`src/rtl/tfd_pkg.sv`:
```
`default_nettype none

package tfd_pkg;

  // Configuration register indexes.
  localparam logic RegOutputEnable  = 1'b0;
  localparam logic RegThreeQuarters = 1'b1;

  // Result character kinds.
  localparam logic [1:0] KindNone = 2'd0;
  localparam logic [1:0] KindData = 2'd1;
  localparam logic [1:0] KindName = 2'd2;

  // Escape sequence steps.
  localparam logic [2:0] EscIdle   = 3'd0;
  localparam logic [2:0] EscLetter = 3'd1;
  localparam logic [2:0] EscArg    = 3'd2;
  localparam logic [2:0] EscTens   = 3'd3;
  localparam logic [2:0] EscUnits  = 3'd4;

  // Fixed character codes.
  localparam logic [6:0] BarCode   = 7'd124;
  localparam logic [6:0] SpaceCode = 7'd32;
  localparam logic [6:0] CrCode    = 7'd13;
  localparam logic [6:0] DigitZero = 7'd48;

  // Control letters.
  localparam logic [6:0] LetShift0 = 7'h30;
  localparam logic [6:0] LetShift1 = 7'h31;
  localparam logic [6:0] LetShift2 = 7'h32;
  localparam logic [6:0] LetShift3 = 7'h33;
  localparam logic [6:0] LetShift4 = 7'h34;
  localparam logic [6:0] LetShift5 = 7'h35;
  localparam logic [6:0] LetA      = 7'h41;
  localparam logic [6:0] LetD      = 7'h44;
  localparam logic [6:0] LetE      = 7'h45;
  localparam logic [6:0] LetF      = 7'h46;
  localparam logic [6:0] LetG      = 7'h47;
  localparam logic [6:0] LetI      = 7'h49;
  localparam logic [6:0] LetL      = 7'h4C;
  localparam logic [6:0] LetT      = 7'h54;
  localparam logic [6:0] LetZ      = 7'h5A;

  // Shift offsets, modulo 256.
  localparam logic [7:0] Shift0 = 8'h00;
  localparam logic [7:0] Shift1 = 8'hC0;
  localparam logic [7:0] Shift2 = 8'd64;
  localparam logic [7:0] Shift3 = 8'd96;
  localparam logic [7:0] Shift4 = 8'd128;
  localparam logic [7:0] Shift5 = 8'd160;

  // Checksum digit weights.
  localparam logic [14:0] WeightHundreds = 15'd100;
  localparam logic [14:0] WeightTens     = 15'd10;

  localparam logic [6:0] ThreeQuartersReset = 7'd125;

  typedef struct packed {
    logic [1:0]  char_kind;
    logic [7:0]  char_value;
    logic        parity_bad;
    logic        frame_done;
    logic        checksum_bad;
    logic        file_ended;
    logic        header_ready;
    logic [15:0] frame_count;
  } res_t;

endpackage

`default_nettype wire

```
`src/rtl/tfd_if.sv`:
```
`default_nettype none

interface tfd_rx_if;
  logic       valid;
  logic       ready;
  logic [7:0] rx_byte;
  logic       block_end;

  modport source (output valid, rx_byte, block_end, input ready);
  modport sink (input valid, rx_byte, block_end, output ready);
endinterface

interface tfd_res_if;
  logic        valid;
  logic        ready;
  logic [1:0]  char_kind;
  logic [7:0]  char_value;
  logic        parity_bad;
  logic        frame_done;
  logic        checksum_bad;
  logic        file_ended;
  logic        header_ready;
  logic [15:0] frame_count;

  modport source (output valid, char_kind, char_value, parity_bad, frame_done,
                  checksum_bad, file_ended, header_ready, frame_count, input ready);
  modport sink (input valid, char_kind, char_value, parity_bad, frame_done,
                checksum_bad, file_ended, header_ready, frame_count, output ready);
endinterface

interface tfd_cfg_if;
  logic       valid;
  logic       ready;
  logic       index;
  logic [6:0] data;

  modport source (output valid, index, data, input ready);
  modport sink (input valid, index, data, output ready);
endinterface

`default_nettype wire

```
`src/rtl/telesoftware_frame_decoder_core.sv`:
```
// Telesoftware frame decoder: one received modem byte in, one result out.
// The rx_i channel carries the received byte (bit 7 is even parity) and a
// block_end mark; every accepted transaction yields exactly one transaction
// on res_o, holding the decoded character (if any) and the status flags.
// The result is registered at the edge that accepts the byte. Throughput
// is one byte per cycle while res_o is ready; the whole decode step is a
// single pass of logic from the decoder state and input to the result
// register. rx_i is ready whenever the result register is empty or is being
// taken in the same cycle, so a stalled receiver holds the result and
// stops input after one byte.
// cfg_i writes output_enable (index 0) and three_quarters_code (index 1);
// it is always ready and is meant to be written while the block is idle.
// Reset clears all decoder state, sets the three-quarters code to 125 and
// arms the block flags to clear on the first byte.
`default_nettype none

module telesoftware_frame_decoder_core import tfd_pkg::*; (
  input  wire logic  clk_i,
  input  wire logic  rst_ni,
  tfd_cfg_if.sink    cfg_i,
  tfd_rx_if.sink     rx_i,
  tfd_res_if.source  res_o
);

  logic        oe_q;
  logic [6:0]  tq_q;

  logic [2:0]  step_q, step_d;
  logic [6:0]  letter_q, letter_d;
  logic [7:0]  shift_q, shift_d;
  logic        inside_q, inside_d;
  logic        skip_q, skip_d;
  logic [15:0] frame_q, frame_d;
  logic [6:0]  xor_q, xor_d;
  logic [14:0] sum_q, sum_d;
  logic        eof_q, eof_d;
  logic        mismatch_q, mismatch_d;
  logic        par_flag_q, par_flag_d;
  logic        frm_flag_q, frm_flag_d;
  logic        clear_q, clear_d;

  logic        out_valid_q;
  res_t        res_q, res_d;

  logic        rx_fire;
  logic [6:0]  b;
  logic [14:0] digit;
  logic [1:0]  kind;
  logic [7:0]  val;
  logic [6:0]  data_char;

  assign cfg_i.ready = 1'b1;

  always_ff @(posedge clk_i or negedge rst_ni) begin
    if (!rst_ni) begin
      oe_q <= 1'b0;
      tq_q <= ThreeQuartersReset;
    end else if (cfg_i.valid) begin
      unique case (cfg_i.index)
        RegOutputEnable:  oe_q <= cfg_i.data[0];
        RegThreeQuarters: tq_q <= cfg_i.data;
        default: ;
      endcase
    end
  end

  assign rx_i.ready = !out_valid_q || res_o.ready;
  assign rx_fire    = rx_i.valid && rx_i.ready;

  assign b         = rx_i.rx_byte[6:0];
  assign digit     = 15'(b) - 15'(DigitZero);
  assign data_char = (b == tq_q) ? SpaceCode : b;

  always_comb begin
    step_d     = step_q;
    letter_d   = letter_q;
    shift_d    = shift_q;
    inside_d   = inside_q;
    skip_d     = skip_q;
    frame_d    = frame_q;
    xor_d      = xor_q;
    sum_d      = sum_q;
    eof_d      = eof_q;
    mismatch_d = mismatch_q;
    par_flag_d = par_flag_q;
    frm_flag_d = frm_flag_q;
    kind       = KindNone;
    val        = 8'd0;

    if (clear_q) begin
      par_flag_d = 1'b0;
      frm_flag_d = 1'b0;
    end
    clear_d = rx_i.block_end;

    if (inside_q && ^rx_i.rx_byte) begin
      par_flag_d = 1'b1;
    end

    if (b == BarCode) begin
      step_d = EscLetter;
    end else if (inside_q && step_q == EscIdle) begin
      xor_d = xor_q ^ b;
      if (!skip_q) begin
        if (frame_q == 16'd1) begin
          if (letter_q == LetI) begin
            kind = KindName;
            val  = {1'b0, b};
          end
        end else if (oe_q) begin
          kind = KindData;
          val  = 8'({1'b0, data_char} + {1'b0, shift_q});
        end
      end
    end else if (step_q != EscIdle) begin
      // The bar and the letter count toward the checksum, except for A and Z.
      if (step_q == EscLetter) begin
        letter_d = b;
        if (b != LetA && b != LetZ) begin
          xor_d = xor_q ^ BarCode ^ b;
        end
      end
      unique case (letter_d) inside
        LetShift0: begin shift_d = Shift0; step_d = EscIdle; end
        LetShift1: begin shift_d = Shift1; step_d = EscIdle; end
        LetShift2: begin shift_d = Shift2; step_d = EscIdle; end
        LetShift3: begin shift_d = Shift3; step_d = EscIdle; end
        LetShift4: begin shift_d = Shift4; step_d = EscIdle; end
        LetShift5: begin shift_d = Shift5; step_d = EscIdle; end
        LetA: begin
          frame_d  = frame_q + 16'd1;
          xor_d    = 7'd0;
          step_d   = EscIdle;
          inside_d = 1'b1;
        end
        LetD, LetT: step_d = EscIdle;
        LetE: begin
          if (oe_q) begin
            kind = KindData;
            val  = 8'({1'b0, BarCode} + {1'b0, shift_q});
          end
          step_d = EscIdle;
        end
        LetF: begin
          eof_d    = 1'b1;
          step_d   = EscIdle;
          inside_d = 1'b0;
        end
        LetG: begin
          if (step_q == EscLetter) begin
            step_d = EscArg;
          end else if (step_q == EscArg) begin
            xor_d  = xor_d ^ b;
            step_d = EscIdle;
            skip_d = 1'b1;
          end
        end
        LetI: begin
          skip_d = 1'b0;
          step_d = EscIdle;
        end
        LetL: begin
          step_d = EscIdle;
          if (frame_q == 16'd1) begin
            skip_d = 1'b1;
          end else if (oe_q) begin
            kind = KindData;
            val  = {1'b0, CrCode};
          end
        end
        LetZ: begin
          if (step_q == EscLetter) begin
            sum_d    = 15'd0;
            step_d   = EscArg;
            inside_d = 1'b0;
          end else if (step_q == EscArg) begin
            sum_d  = sum_q + 15'(digit * WeightHundreds);
            step_d = EscTens;
          end else if (step_q == EscTens) begin
            sum_d  = sum_q + 15'(digit * WeightTens);
            step_d = EscUnits;
          end else if (step_q == EscUnits) begin
            sum_d = sum_q + digit;
            if (sum_d != {8'd0, xor_q}) begin
              mismatch_d = 1'b1;
            end
            step_d     = EscIdle;
            frm_flag_d = 1'b1;
          end
        end
        default: begin
          // A fixed letter takes precedence over the three-quarters code.
          if (letter_d == tq_q) begin
            if (oe_q) begin
              kind = KindData;
              val  = 8'({1'b0, tq_q} + {1'b0, shift_q});
            end
          end else begin
            skip_d = 1'b1;
          end
          step_d = EscIdle;
        end
      endcase
    end

    res_d.char_kind    = kind;
    res_d.char_value   = val;
    res_d.parity_bad   = par_flag_d;
    res_d.frame_done   = frm_flag_d;
    res_d.checksum_bad = mismatch_d;
    res_d.file_ended   = eof_d;
    res_d.header_ready = (frame_d == 16'd1);
    res_d.frame_count  = frame_d;
  end

  always_ff @(posedge clk_i or negedge rst_ni) begin
    if (!rst_ni) begin
      step_q     <= EscIdle;
      letter_q   <= 7'd0;
      shift_q    <= 8'd0;
      inside_q   <= 1'b0;
      skip_q     <= 1'b0;
      frame_q    <= 16'd0;
      xor_q      <= 7'd0;
      sum_q      <= 15'd0;
      eof_q      <= 1'b0;
      mismatch_q <= 1'b0;
      par_flag_q <= 1'b0;
      frm_flag_q <= 1'b0;
      clear_q    <= 1'b1;
    end else if (rx_fire) begin
      step_q     <= step_d;
      letter_q   <= letter_d;
      shift_q    <= shift_d;
      inside_q   <= inside_d;
      skip_q     <= skip_d;
      frame_q    <= frame_d;
      xor_q      <= xor_d;
      sum_q      <= sum_d;
      eof_q      <= eof_d;
      mismatch_q <= mismatch_d;
      par_flag_q <= par_flag_d;
      frm_flag_q <= frm_flag_d;
      clear_q    <= clear_d;
    end
  end

  always_ff @(posedge clk_i or negedge rst_ni) begin
    if (!rst_ni) begin
      out_valid_q <= 1'b0;
    end else if (rx_fire) begin
      out_valid_q <= 1'b1;
    end else if (res_o.ready) begin
      out_valid_q <= 1'b0;
    end
  end

  always_ff @(posedge clk_i) begin
    if (rx_fire) begin
      res_q <= res_d;
    end
  end

  assign res_o.valid        = out_valid_q;
  assign res_o.char_kind    = res_q.char_kind;
  assign res_o.char_value   = res_q.char_value;
  assign res_o.parity_bad   = res_q.parity_bad;
  assign res_o.frame_done   = res_q.frame_done;
  assign res_o.checksum_bad = res_q.checksum_bad;
  assign res_o.file_ended   = res_q.file_ended;
  assign res_o.header_ready = res_q.header_ready;
  assign res_o.frame_count  = res_q.frame_count;

endmodule

`default_nettype wire

```
`src/flat_wrapper.sv`:
```
// flat-port wrapper written by rule: the top's interface ports become plain ports
module telesoftware_frame_decoder_core_flat import tfd_pkg::*;
  (clk_i, rst_ni, cfg_i_valid, cfg_i_index, cfg_i_data, cfg_i_ready, rx_i_valid, rx_i_rx_byte, rx_i_block_end, rx_i_ready, res_o_valid, res_o_char_kind, res_o_char_value, res_o_parity_bad, res_o_frame_done, res_o_checksum_bad, res_o_file_ended, res_o_header_ready, res_o_frame_count, res_o_ready);
  tfd_cfg_if cfg_i_i ();
  tfd_rx_if rx_i_i ();
  tfd_res_if res_o_i ();
  input  wire logic clk_i;
  input  wire logic rst_ni;
  input wire logic [$bits(cfg_i_i.valid)-1:0] cfg_i_valid;
  input wire logic [$bits(cfg_i_i.index)-1:0] cfg_i_index;
  input wire logic [$bits(cfg_i_i.data)-1:0] cfg_i_data;
  output wire logic [$bits(cfg_i_i.ready)-1:0] cfg_i_ready;
  input wire logic [$bits(rx_i_i.valid)-1:0] rx_i_valid;
  input wire logic [$bits(rx_i_i.rx_byte)-1:0] rx_i_rx_byte;
  input wire logic [$bits(rx_i_i.block_end)-1:0] rx_i_block_end;
  output wire logic [$bits(rx_i_i.ready)-1:0] rx_i_ready;
  output wire logic [$bits(res_o_i.valid)-1:0] res_o_valid;
  output wire logic [$bits(res_o_i.char_kind)-1:0] res_o_char_kind;
  output wire logic [$bits(res_o_i.char_value)-1:0] res_o_char_value;
  output wire logic [$bits(res_o_i.parity_bad)-1:0] res_o_parity_bad;
  output wire logic [$bits(res_o_i.frame_done)-1:0] res_o_frame_done;
  output wire logic [$bits(res_o_i.checksum_bad)-1:0] res_o_checksum_bad;
  output wire logic [$bits(res_o_i.file_ended)-1:0] res_o_file_ended;
  output wire logic [$bits(res_o_i.header_ready)-1:0] res_o_header_ready;
  output wire logic [$bits(res_o_i.frame_count)-1:0] res_o_frame_count;
  input wire logic [$bits(res_o_i.ready)-1:0] res_o_ready;
  assign cfg_i_i.valid = cfg_i_valid;
  assign cfg_i_i.index = cfg_i_index;
  assign cfg_i_i.data = cfg_i_data;
  assign cfg_i_ready = cfg_i_i.ready;
  assign rx_i_i.valid = rx_i_valid;
  assign rx_i_i.rx_byte = rx_i_rx_byte;
  assign rx_i_i.block_end = rx_i_block_end;
  assign rx_i_ready = rx_i_i.ready;
  assign res_o_valid = res_o_i.valid;
  assign res_o_char_kind = res_o_i.char_kind;
  assign res_o_char_value = res_o_i.char_value;
  assign res_o_parity_bad = res_o_i.parity_bad;
  assign res_o_frame_done = res_o_i.frame_done;
  assign res_o_checksum_bad = res_o_i.checksum_bad;
  assign res_o_file_ended = res_o_i.file_ended;
  assign res_o_header_ready = res_o_i.header_ready;
  assign res_o_frame_count = res_o_i.frame_count;
  assign res_o_i.ready = res_o_ready;
  telesoftware_frame_decoder_core u_core (.clk_i(clk_i), .rst_ni(rst_ni), .cfg_i(cfg_i_i), .rx_i(rx_i_i), .res_o(res_o_i));
endmodule
```
`config.mk`:
```
export PLATFORM = sky130hd
export DESIGN_NAME = telesoftware_frame_decoder_core_flat
export DESIGN_NICKNAME = d
export VERILOG_FILES = /design/src/rtl/tfd_pkg.sv /design/src/rtl/tfd_if.sv /design/src/rtl/telesoftware_frame_decoder_core.sv /design/src/flat_wrapper.sv
export SDC_FILE = /design/constraint.sdc
export NUM_CORES = 1
export LEC_CHECK = 0
export BUFFER_PORTS_ARGS = -buffer_cell sky130_fd_sc_hd__buf_4
export CAP_MARGIN = 20
export CELL_PAD_IN_SITES_DETAIL_PLACEMENT = 1
export CELL_PAD_IN_SITES_GLOBAL_PLACEMENT = 2
export CORE_UTILIZATION = 39
export CTS_CLUSTER_DIAMETER = 60
export DETAILED_ROUTE_END_ITERATION = 7
export HOLD_SLACK_MARGIN = 0.05
export PLACE_DENSITY = 0.89
export SYNTH_ARGS = -nofsm -noshare
export SYNTH_HDL_FRONTEND = slang
export SYNTH_SLANG_ARGS = --single-unit
export TNS_END_PERCENT = 50
```
`constraint.sdc`:
```
create_clock -name clk_i -period 3.5 [get_ports clk_i]
set_input_delay 0.7 -clock clk_i [delete_from_list [all_inputs] [get_ports clk_i]]
set_output_delay 0.7 -clock clk_i [all_outputs]
set_load 0.02 [all_outputs]
```
==> results of run 1 <==
-- worst max path at each step --
stage          slack [ns]                   endpoint
2_1_floorplan       -0.53           u_core.sum_q[13]
3_3_place_gp        -0.77  u_core.res_o.checksum_bad
3_5_place_dp        -0.83           u_core.sum_q[12]
4_1_cts             -0.34           u_core.sum_q[14]
5_1_grt             -0.60           u_core.sum_q[14]
6_report            -0.48           u_core.sum_q[14]
-- sequential cells by signal (all words and copies together), names as in the netlist --
register                   count
u_core.frame_q                16
u_core.res_o.frame_count      16
u_core.sum_q                  15
u_core.res_o.char_value        8
u_core.letter_q                7
u_core.tq_q                    7
u_core.xor_q                   7
u_core.shift_q                 3
u_core.step_q                  3
u_core.res_o.char_kind         2
u_core.clear_q                 1
u_core.eof_q                   1
u_core.frm_flag_q              1
u_core.inside_q                1
u_core.mismatch_q              1
u_core.oe_q                    1
u_core.par_flag_q              1
u_core.res_o.checksum_bad      1
u_core.res_o.file_ended        1
u_core.res_o.frame_done        1
u_core.res_o.header_ready      1
u_core.res_o.parity_bad        1
u_core.res_o.valid             1
u_core.skip_q                  1
-- layer usage --
metal  wire length (µm)  up-vias  track usage (%)
li1                   -     4069                -
met1              12400     4268             30.0
met2              15300      165             46.5
met3                942       52             3.04
met4                880        0             8.54
met5                  0        -                0
-- stage by stage --
stage | hold slack [ns] | area (µm²) | total power (W) | cells
floorplan | 0.404 | 9430 | 0.00262 | 1039
global placement | 0.466 | 11000 | 0.00323 | 1500
detailed placement | 0.467 | 11000 | 0.00331 | 1501
CTS | 0.479 | 11500 | 0.00445 | 1527
global route | 0.484 | 11700 | 0.00484 | 1532
finish | 0.468 | 11700 | 0.00458 | 1532
-- layout make-up --
cell class | instances | area [µm²]
Sequential cell | 98 | 2620
Fill cell | 2696 | 11100
Clock buffer | 9 | 225
Tap cell | 313 | 392
Inverter | 54 | 214
Multi-Input combinational cell | 844 | 6590
Clock inverter | 7 | 71.3
Timing Repair Buffer | 207 | 1600
-- kinds of logic (layout without fill, tap and decap cells) --
family / Yosys count / after routing / share of synthesized area [%]
fa+ha+maj: 103 / 103 / 15.1
flops: 98 / 98 / 28.5
other cells: 1 / 1 / 0.0408
xor+xnor: 109 / 109 / 10.4
mux: 27 / 27 / 3.46
compound gates: 258 / 258 / 18.5
buf+inv: 97 / 277 / 5.00
simple gates: 346 / 346 / 19.0
-- power breakdown --
part | switching (W) | internal, W
registers | 0.000128 | 0.00129
logic | 0.00111 | 0.00103
clock network | 0.000515 | 0.000504
-- layout by cell type (no fill, tap or decap), types with 6 or more instances in the layout --
master and count:
o22ai_1 6, a211oi_1 17, o211ai_1 6, nor4_1 7, xor2_1 40, dfrtp_1 60, o21a_1 6, ha_4 15
a31oi_1 10, o21ai_0 65, nand2_1 98, o21bai_1 11, nand3_1 19, and2_1 7, mux2_2 15, or3_1 7
a21o_1 16, edfxtp_1 31, a21oi_1 40, nand2b_1 11, a21oi_2 7, nor2b_1 13, buf_4 199, nor3_1 22
inv_2 9, mux2i_1 9, nand4_1 7, nor2_1 100, xnor2_1 63, clkbuf_16 9, dfstp_2 7, ha_1 73
fa_1 12, inv_1 41, o21ai_2 6
-- what timing repair did --
| item | 4_1_cts | 5_1_grt |
|---|---|---|
| endpoints found under the setup margin | 8 | 8 |
| pin swaps | 21 | 28 |
| buffers inserted | 10 | 5 |
| hold buffers | 0 | 0 |
| resized for setup | 40 | 26 |
==> results.md, run 1 <==
- R2R cell count: 11
- # DRC: 0
- Setup TNS: -2.01 ns
- Worst r2r dst: u_core.res_o.checksum_bad
- Vias in the first global route: 9060
- Num CTS Buffers: 9
- Initial antenna violation count: 0
- CP Launch Point: rx_i_rx_byte[3]
- First-pass GRT wire length: ~48000 µm
- Post-route minimum period: 3.98 ns
- CTS tree: done
- All-Layer GR Usage: around a quarter
- Slew margin rel.: 36.5%
- Synth warn: 0
- Max-slew violations: 0
- Peak VDD IR: roughly 0.22 mV
- Nets: 1339
- Overflow left after global routing: 0
- Initial drt markers: between 300 and 400
- Max incr delay on CP: 0.52 ns
- I/O pin count: 56
- Sink Count: just under 100
- Reg2reg start: u_core.sum_q[0]
- RD Place Congestion: 0.852
- Final WL: 29600 µm
- Antenna viol nets, final: 0
- Chip width: 155 µm
- Pin count of the biggest net entering global routing: 68
- Top cells by area, synth: dfrtp_1 16%, ha_1 12%, edfxtp_1 10%
- Number of diodes: 0
- Max-cap check violation count: 0
- Worst slew pin tran: 0.953 ns
- Most common library cells after synthesis: 102 x nor2_1, 98 x nand2_1, 90 x ha_1, 74 x o21ai_0, 68 x xnor2_1
- Maximum fanout along the worst path: 6
- Crit. path cell count: 20
- Port Buffers: between 50 and 60
- Unique cell type count in the Yosys netlist: 87
- Synth async-reset ratio: 68.4%
- Failing checks: negative setup slack
- H-tree depth: 3
- Per-cell routed wire length: 19.3 µm
- Cell Chain, Critical Path: buf_6 > inv_2 > ha_4 > ha_1 > inv_1 > fa_1 > inv_1 > ha_4 > a21oi_1 > o21ai_2 > o21a_1 > ha_4 > and2_4 > o21ai_2 > o21ai_2 > buf_4 > o41ai_2 > xnor2_1 > nand3_1 > o2111ai_1
- Vias: 8554
- Final setup fails: 6
- EDFF count, synth: 31
- CP max-delay cell: fa_1
- Area fraction of the dominant cell type after synthesis: 16.3%
- Leak pwr: 5.25 nW
- Avg Inst Size Synth: 8.84 µm²
- Crit path kind: in -> reg
- #FFs+latches synth: 98
- CP Launch Type: primary input
- Clock buffer depth: 2
- Syn Inst Count: slightly above 1000
- WP data arrival: 4.22 ns
- Clock Tree Root: clkbuf_16
- Vias/cell: ~5.6
- DR pass1 iterations: 4
- R2R setup slack: 0.27 ns
- Share of cells above drive strength 1: 28.9%
- Worst-Skew Late Latency: 0.37 ns
- Final Hold Viols: 0
- Die Y: 155 µm
- Detailed Place HPWL: 22600 µm
- RSZ-0062 raised after global routing: yes
- Area leader, netlist: dfrtp_1
- Main synth FF type: dfrtp_1
- Clock transition at path regs: 0.08 ns
- Core area: 22800 µm²
- CP Buf/Inv Count: 5
- Post-Syn Area: ~9200 µm²
- Leading cell type by number of instances after synthesis: nor2_1
- Layout Utilization: 51.2%
- CP Capture Type: register
- Post-place setup slack: -0.829 ns
- Mapped Nets: 1164
- Register area share after synthesis: between 20% and 30%
- Worst Skew: 0.0123 ns
- Die ar.: 24200 µm²
- Final worst slack: -0.476 ns
- Row cnt: 55
- HP Class: in -> async
- P&R area growth vs syn: 27.4%
- Final period utilization: 114%
- PwrDens: between 300 and 400 nW/µm²
- Critical Path RT: 3.74 ns
- Status: complete, but fails checks
- Delay-heaviest family, CP: adder cells
- Fmax: 252 MHz
- Initial cell density of the core: 40.2%
No activity file was read; power rests on OpenSTA's default activity.
==> inputs of run 2 (changes only) <==
SETUP_SLACK_MARGIN = 0.3   (was unset)
==> run 2 against run 1 <==
Via count grew 1.3%. Fmax is 4.1% higher. The run still ends with negative setup slack left. Clock-buffer cell count unchanged. Largest cell class unchanged. Wire length up 4.3%.
==> results.md, run 2 (synthesis results as in run 1) <==
- Status: complete, but fails checks
- Failing checks: negative setup slack
- Chip width: 155 µm (unchanged)
- # DRC: 0 (unchanged)
- H-tree depth: 3 (unchanged)
- Die ar.: 24200 µm² (unchanged)
- DR pass1 iterations: 5 (+1)
- Number of diodes: 0 (unchanged)
- Worst setup path endpoint: u_core.sum_q[14]
- Clock transition at path regs: 0.08 ns (about the same)
- PwrDens: 391 nW/µm² (+0.12%)
- Max-cap check violation count: 0 (unchanged)
- Cell mode on critical path: ha_4
- Detailed Place HPWL: 22800 µm (+0.73%)
- Vias in the first global route: 9302 (+2.7%)
- Initial antenna violation count: 0 (unchanged)
- All-Layer GR Usage: 25.2% (+0.053 points)
- Max incr delay on CP: 0.52 ns (about the same)
- Final worst slack: -0.321 ns (+0.155 ns)
- Crit. path cell count: 20 (unchanged)
- Cell Chain, Critical Path: buf_12 > clkinv_8 > ha_4 > ha_4 > inv_2 > fa_1 > inv_2 > ha_4 > a21oi_4 > o21bai_1 > a21oi_2 > xnor2_2 > ha_4 > o21ai_4 > o21ai_2 > buf_4 > o41ai_2 > xnor2_1 > nand3_1 > o2111ai_2
- RSZ-0062 raised after global routing: yes
- Crit path kind: in -> reg
- Die Y: 155 µm (unchanged)
- CP Launch Point: rx_i_rx_byte[2]
- Delay-heaviest family, CP: adder cells
- Overflow left after global routing: 0 (unchanged)
- Vias: 8667 (+1.3%)
- Worst Skew: 0.0183 ns (+0.00604 ns)
- Layout Utilization: 53.3% (+2.0 points)
- CP max-delay cell: fa_1
- WP data arrival: 4.10 ns (-0.12 ns)
- Core area: 22800 µm² (unchanged)
- Initial drt markers: 379 (-0.52%)
- Row cnt: 55 (unchanged)
- Reg2reg start: u_core.sum_q[0]
- Peak VDD IR: 0.319 mV (+43%)
- HP Class: in -> async
- Final WL: 30800 µm (+4.3%)
- I/O pin count: 56 (unchanged)
- R2R setup slack: 0.42 ns (+0.15 ns)
- Final setup fails: 5 (-1)
- Critical Path RT: 3.78 ns (+0.04 ns)
- Per-cell routed wire length: 20.1 µm (+4.2%)
- # fillers: 2663 (-1.2%)
- Vias/cell: 5.65 (+1.2%)
- Nets: 1341 (+0.15%)
- Worst r2r dst: u_core.res_o.checksum_bad
- Fmax: 262 MHz (+4.1%)
- Maximum fanout along the worst path: 7 (+1)
- Final Hold Viols: 0 (unchanged)
- Commonest cells after routing, fill and taps aside: 191 x buf_4, 98 x nand2_1, 93 x nor2_1
- First-pass GRT wire length: 48100 µm (+0.49%)
- Final period utilization: 109% (-4.4 points)
- Sink Count: 98 (unchanged)
- Leak pwr: 5.32 nW (+1.3%)
- Share of cells above drive strength 1: 32.8% (+4.0 points)
- CP Buf/Inv Count: 5 (unchanged)
- Max-slew violations: 0 (unchanged)
- Hold slack: 0.479 ns (+0.0111 ns)
- R2R cell count: 11 (unchanged)
- Post-route minimum period: 3.82 ns (-0.155 ns)
- Worst slew pin tran: 0.961 ns (+0.00855 ns)
- Clock buffer depth: 2 (unchanged)
- CTS tree: done
- Pin count of the biggest net entering global routing: 68 (unchanged)
- CP Launch Type: primary input
- Port Buffers: 54 (unchanged)
- P&R area growth vs syn: 32.5%
- Most common cell after layout, fill and taps aside: buf_4
- Initial cell density of the core: 40.2% (unchanged)
- Antenna viol nets, final: 0 (unchanged)
- Num CTS Buffers: 9 (unchanged)
- Worst-Skew Late Latency: 0.36 ns (about the same)
- RD Place Congestion: 0.896 (+5.2%)
- # hold bufs at CTS: 0 (unchanged)
- Clock Tree Root: clkbuf_16
- CP Capture Type: register
- Power Total: 0.00476 W (+4.1%)
- Slew margin rel.: 35.9% (-0.57 points)
==> run 2: cell types whose count changed in the layout (fill, tap and decap cells not counted), moves of 5 or more <==
cell	delta
ha_1	-17
ha_4	+14
nor2_1	-7
nor2_2	+7
buf_6	+6
buf_4	-8
o21ai_1	+5
inv_1	-5
==> run 2: worst min path at each step <==
stage / from / endpoint / slack [ns] / cells past startpoint
CTS: u_core.clear_q / u_core.clear_q / 0.49 / 2
global route: u_core.clear_q / u_core.clear_q / 0.51 / 2
floorplan: rst_ni / u_core.eof_q / 0.40 / 0
global placement: u_core.clear_q / u_core.clear_q / 0.47 / 2
detailed placement: u_core.clear_q / u_core.clear_q / 0.47 / 2
finish: rst_ni / u_core.letter_q[1] / 0.48 / 1
==> run 2: metal layers <==
layer  up-vias  GRT usage [%]  part of all wire (%)
met1      4358           28.8                    40
met2       187           47.3                    54
met4         0           9.66                   2.6
li1       4069              -                     -
met3        53           3.57                   3.6
met5         -              0                     0
==> run 2: layout make-up <==
| class | instances | area [µm²] | area share [%] |
|---|---|---|---|
| clock buffer | 9 | 225 | 1.85 |
| clock inverter | 7 | 70.1 | 0.576 |
| inverter | 54 | 236 | 1.94 |
| multi-input combinational | 844 | 6960 | 57.2 |
| sequential | 98 | 2620 | 21.5 |
| tap | 313 | 392 | 3.22 |
| timing repair buffer | 209 | 1670 | 13.7 |
==> run 2: stage by stage <==
stage / worst slack, ns / std cells / instance area, µm² / setup TNS, ns
floorplan: -0.529 / 1039 / 9450 / -1.97
global placement: -0.684 / 1498 / 10900 / -4.66
detailed placement: -0.795 / 1498 / 10900 / -5.10
CTS: -0.216 / 1521 / 11500 / -1.07
global route: -0.420 / 1534 / 12200 / -1.87
finish: -0.321 / 1534 / 12200 / -1.20
==> run 2: timing repair <==
action	4_1_cts	5_1_grt
pin swaps	38	41
resized for setup	49	101
buffers inserted	7	12
setup endpoints to repair	8	15
endpoints found under the hold margin	0	0
==> run 2: power breakdown <==
group / total, W / internal, W / leakage [nW] / switching (W)
Clock: 0.00104 / 0.000506 / 0.147 / 0.000531
Combinational: 0.00231 / 0.00112 / 4.01 / 0.00118
Sequential: 0.00142 / 0.00129 / 1.16 / 0.000132
==> inputs of run 3 (changes only) <==
ABC_AREA = 1   (was unset)
CORE_UTILIZATION = 36   (was 39)
==> run 3 against run 2 <==
The flow still finishes with violations (negative setup slack). Via count up 11%. Synthesized cell count up 21%. Critical endpoint unchanged. Clock skew down 0.0051 ns.
==> results.md, run 3 <==
- Status: complete, but fails checks
- Failing checks: negative setup slack
- Pin count of the biggest net entering global routing: 68 (unchanged)
- Worst Skew: 0.0132 ns (-0.00514 ns)
- Layout Utilization: 49.2% (-4.1 points)
- Max-cap check violation count: 0 (unchanged)
- Main synth FF type: dfrtp_1
- Reg2reg start: u_core.step_q[2]
- Fmax: 251 MHz (-4.2%)
- Chip width: 161 µm (+3.8%)
- Nets: 1575 (+17%)
- # hold bufs at CTS: 0 (unchanged)
- Num CTS Buffers: 9 (unchanged)
- RSZ-0062 raised after global routing: yes
- Unique cell type count in the Yosys netlist: 57 (-34%)
- Register area share after synthesis: 28.6% (+0.13 points)
- P&R area growth vs syn: 32.3%
- #FFs+latches synth: 98 (unchanged)
- WP data arrival: 4.24 ns (+0.14 ns)
- Post-route minimum period: 3.99 ns (+0.168 ns)
- R2R cell count: 14 (+3)
- Max-slew violations: 0 (unchanged)
- RD Place Congestion: 0.909 (+1.4%)
- R2R setup slack: 0.63 ns (+0.21 ns)
- PwrDens: 407 nW/µm² (+3.9%)
- Vias: 9585 (+11%)
- Clock buffer depth: 2 (unchanged)
- Worst-Skew Late Latency: 0.37 ns (about the same)
- Max incr delay on CP: 0.52 ns (about the same)
- # DRC: 0 (unchanged)
- Detailed Place HPWL: 25700 µm (+13%)
- Most common cell after layout, fill and taps aside: nand2_1
- Final Hold Viols: 0 (unchanged)
- Final setup fails: 7 (+2)
- All-Layer GR Usage: 27.0% (+1.7 points)
- Sink Count: 98 (unchanged)
- EDFF count, synth: 31 (unchanged)
- Synth warn: 0 (unchanged)
- CP max-delay cell: fa_1
- Leading cell type by number of instances after synthesis: nand2_1
- GRT met2 Usage: 46.0% (-1.3 points)
- Final period utilization: 114% (+4.8 points)
- CTS tree: done
- Critical Path RT: 3.75 ns (-0.03 ns)
- Cell mode on critical path: nand2_1
- Area fraction of the dominant cell type after synthesis: 16.4% (+0.074 points)
- Final WL: 35000 µm (+13%)
- Post-Syn Area: 9140 µm² (-0.45%)
- Commonest cells after routing, fill and taps aside: 310 x nand2_1, 188 x buf_4, 133 x inv_1
- Initial drt markers: 607 (+60%)
- Die Y: 161 µm (+3.8%)
- Core area: 24600 µm² (+7.7%)
- Vias in the first global route: 10000 (+7.8%)
- DR pass1 iterations: 4 (-1)
- Most common library cells after synthesis: 320 x nand2_1, 151 x inv_1, 100 x nand3_1, 90 x ha_1, 89 x o21ai_0
- Met1 usage: 36.2% (+7.4 points)
- Port Buffers: 54 (unchanged)
- Vias/cell: 5.39 (-4.6%)
- Avg Inst Size Synth: 7.29 µm² (-18%)
- Leak pwr: 5.88 nW (+11%)
- Clock Tree Root: clkbuf_16
- Row cnt: 57 (+3.6%)
- Post-place setup slack: -0.857 ns (-0.0619 ns)
- Final worst slack: -0.490 ns (-0.168 ns)
- Worst r2r dst: u_core.res_o.char_value[5]
- Clock transition at path regs: 0.08 ns (about the same)
- H-tree depth: 3 (unchanged)
- Slew margin rel.: 33.1% (-2.9 points)
- Synth async-reset ratio: 68.4% (unchanged)
- Antenna viol nets, final: 0 (unchanged)
- Maximum fanout along the worst path: 4 (-3)
- Share of cells above drive strength 1: 27.0% (-5.8 points)
- Top cells by area, synth: dfrtp_1 16%, nand2_1 13%, ha_1 12%
- Crit path kind: in -> reg
- Number of diodes: 0 (unchanged)
- First-pass GRT wire length: 54600 µm (+14%)
- Post-route insts no fill: 1779 (+16%)
- CP Capture Type: register
- CP Launch Type: primary input
- Initial cell density of the core: 37.2% (-3.0 points)
- Peak VDD IR: 0.232 mV (-27%)
- Worst slew pin tran: 1.00 ns (+0.0429 ns)
- I/O pin count: 56 (unchanged)
- GR peak layer: met2
- Area leader, netlist: dfrtp_1
- Initial antenna violation count: 0 (unchanged)
- Overflow left after global routing: 0 (unchanged)
- Per-cell routed wire length: 19.6 µm (-2.2%)
- HP Class: in -> async
- Die ar.: 26000 µm² (+7.7%)
- Syn Inst Count: 1254 (+21%)
- # fillers: 3071 (+15%)
- Met3 Track Usage GR: 3.06% (-0.51 points)
- Cells after DPL: 1744 (+16%)
- Mapped Nets: 1379 (+18%)
[run 3: cell types whose count changed in the layout (fill, tap and decap cells not counted), sizes merged, moves of 12 or more]
cell / change
a211oi: -18
a21o: -14
a21oi: +17
inv: +114
mux2i: -12
nand2: +226
nand3: +82
nand4: +16
nor2b: -13
o21ai: +25
xnor2: -48
[run 3: what timing repair did]
action                                 4_1_cts  5_1_grt
buffers inserted                            12        7
resized for setup                           90       33
endpoints found under the hold margin        0        0
setup endpoints to repair                   10       10
pin swaps                                   54       32
[run 3: through the flow]
stage               total power [W]  TNS (ns)  instance area, µm²  hold WS (ns)
finish                      0.00492     -1.91               12100         0.476
detailed placement          0.00328     -5.43               11100         0.454
CTS                         0.00467    -0.695               11900         0.474
global placement            0.00320     -4.64               11100         0.435
global route                0.00518     -2.53               12100         0.521
floorplan                   0.00256     -1.01                9350         0.404
[run 3: worst max path at each step]
stage / from / cells after the start / endpoint
after global routing: rx_i_rx_byte[5] / 24 / u_core.sum_q[14]
after floorplan: rx_i_rx_byte[5] / 24 / u_core.sum_q[14]
after global placement: rx_i_rx_byte[2] / 26 / u_core.sum_q[14]
after detailed placement: rx_i_rx_byte[2] / 26 / u_core.sum_q[14]
after CTS: rx_i_rx_byte[5] / 22 / u_core.sum_q[14]
final: rx_i_rx_byte[5] / 26 / u_core.sum_q[14]
[run 3: kinds of logic after synthesis]
kind of cell / Yosys count / share of synthesized area (%)
muxes: 5 / 0.616
adders and majority gates: 103 / 15.2
AOI/OAI and AO/OA: 217 / 13.5
other: 1 / 0.0410
and+or+nand+nor: 581 / 28.0
xor gates and xnor gates: 64 / 6.28
buffers and inverters: 185 / 7.88
DFF: 98 / 28.6
[run 3: power breakdown]
group | total [W] | leakage [nW] | internal, W | switching, W
registers | 0.00144 | 1.14 | 0.00132 | 0.000114
logic | 0.00237 | 4.59 | 0.00109 | 0.00128
clock network | 0.00111 | 0.153 | 0.000578 | 0.000533
[run 3: layout make-up]
cell class                 instances  area (µm²)  share of cell area, %
tap                              324         405                   3.35
clock buffer                       9         225                   1.86
clock inverter                     7        93.8                  0.776
multi-input combinational        971        6500                   53.7
timing repair buffer             202        1610                   13.3
sequential                        98        2620                   21.6
inverter                         168         648                   5.36
[run 3: worst max-delay path, delay by kind of cell]
family          cells  cell delay (ns)
buf+inv            11             0.89
compound gates      1             0.21
fa+ha+maj           5             1.66
simple gates        8             0.62
xor+xnor            1             0.15
[run 3: layer usage]
layer | part of all wire (%) | vias up
li1 | - | 4574
met1 | 46 | 4780
met2 | 48 | 183
met3 | 3.5 | 48
met4 | 2.0 | 0
met5 | 0 | -
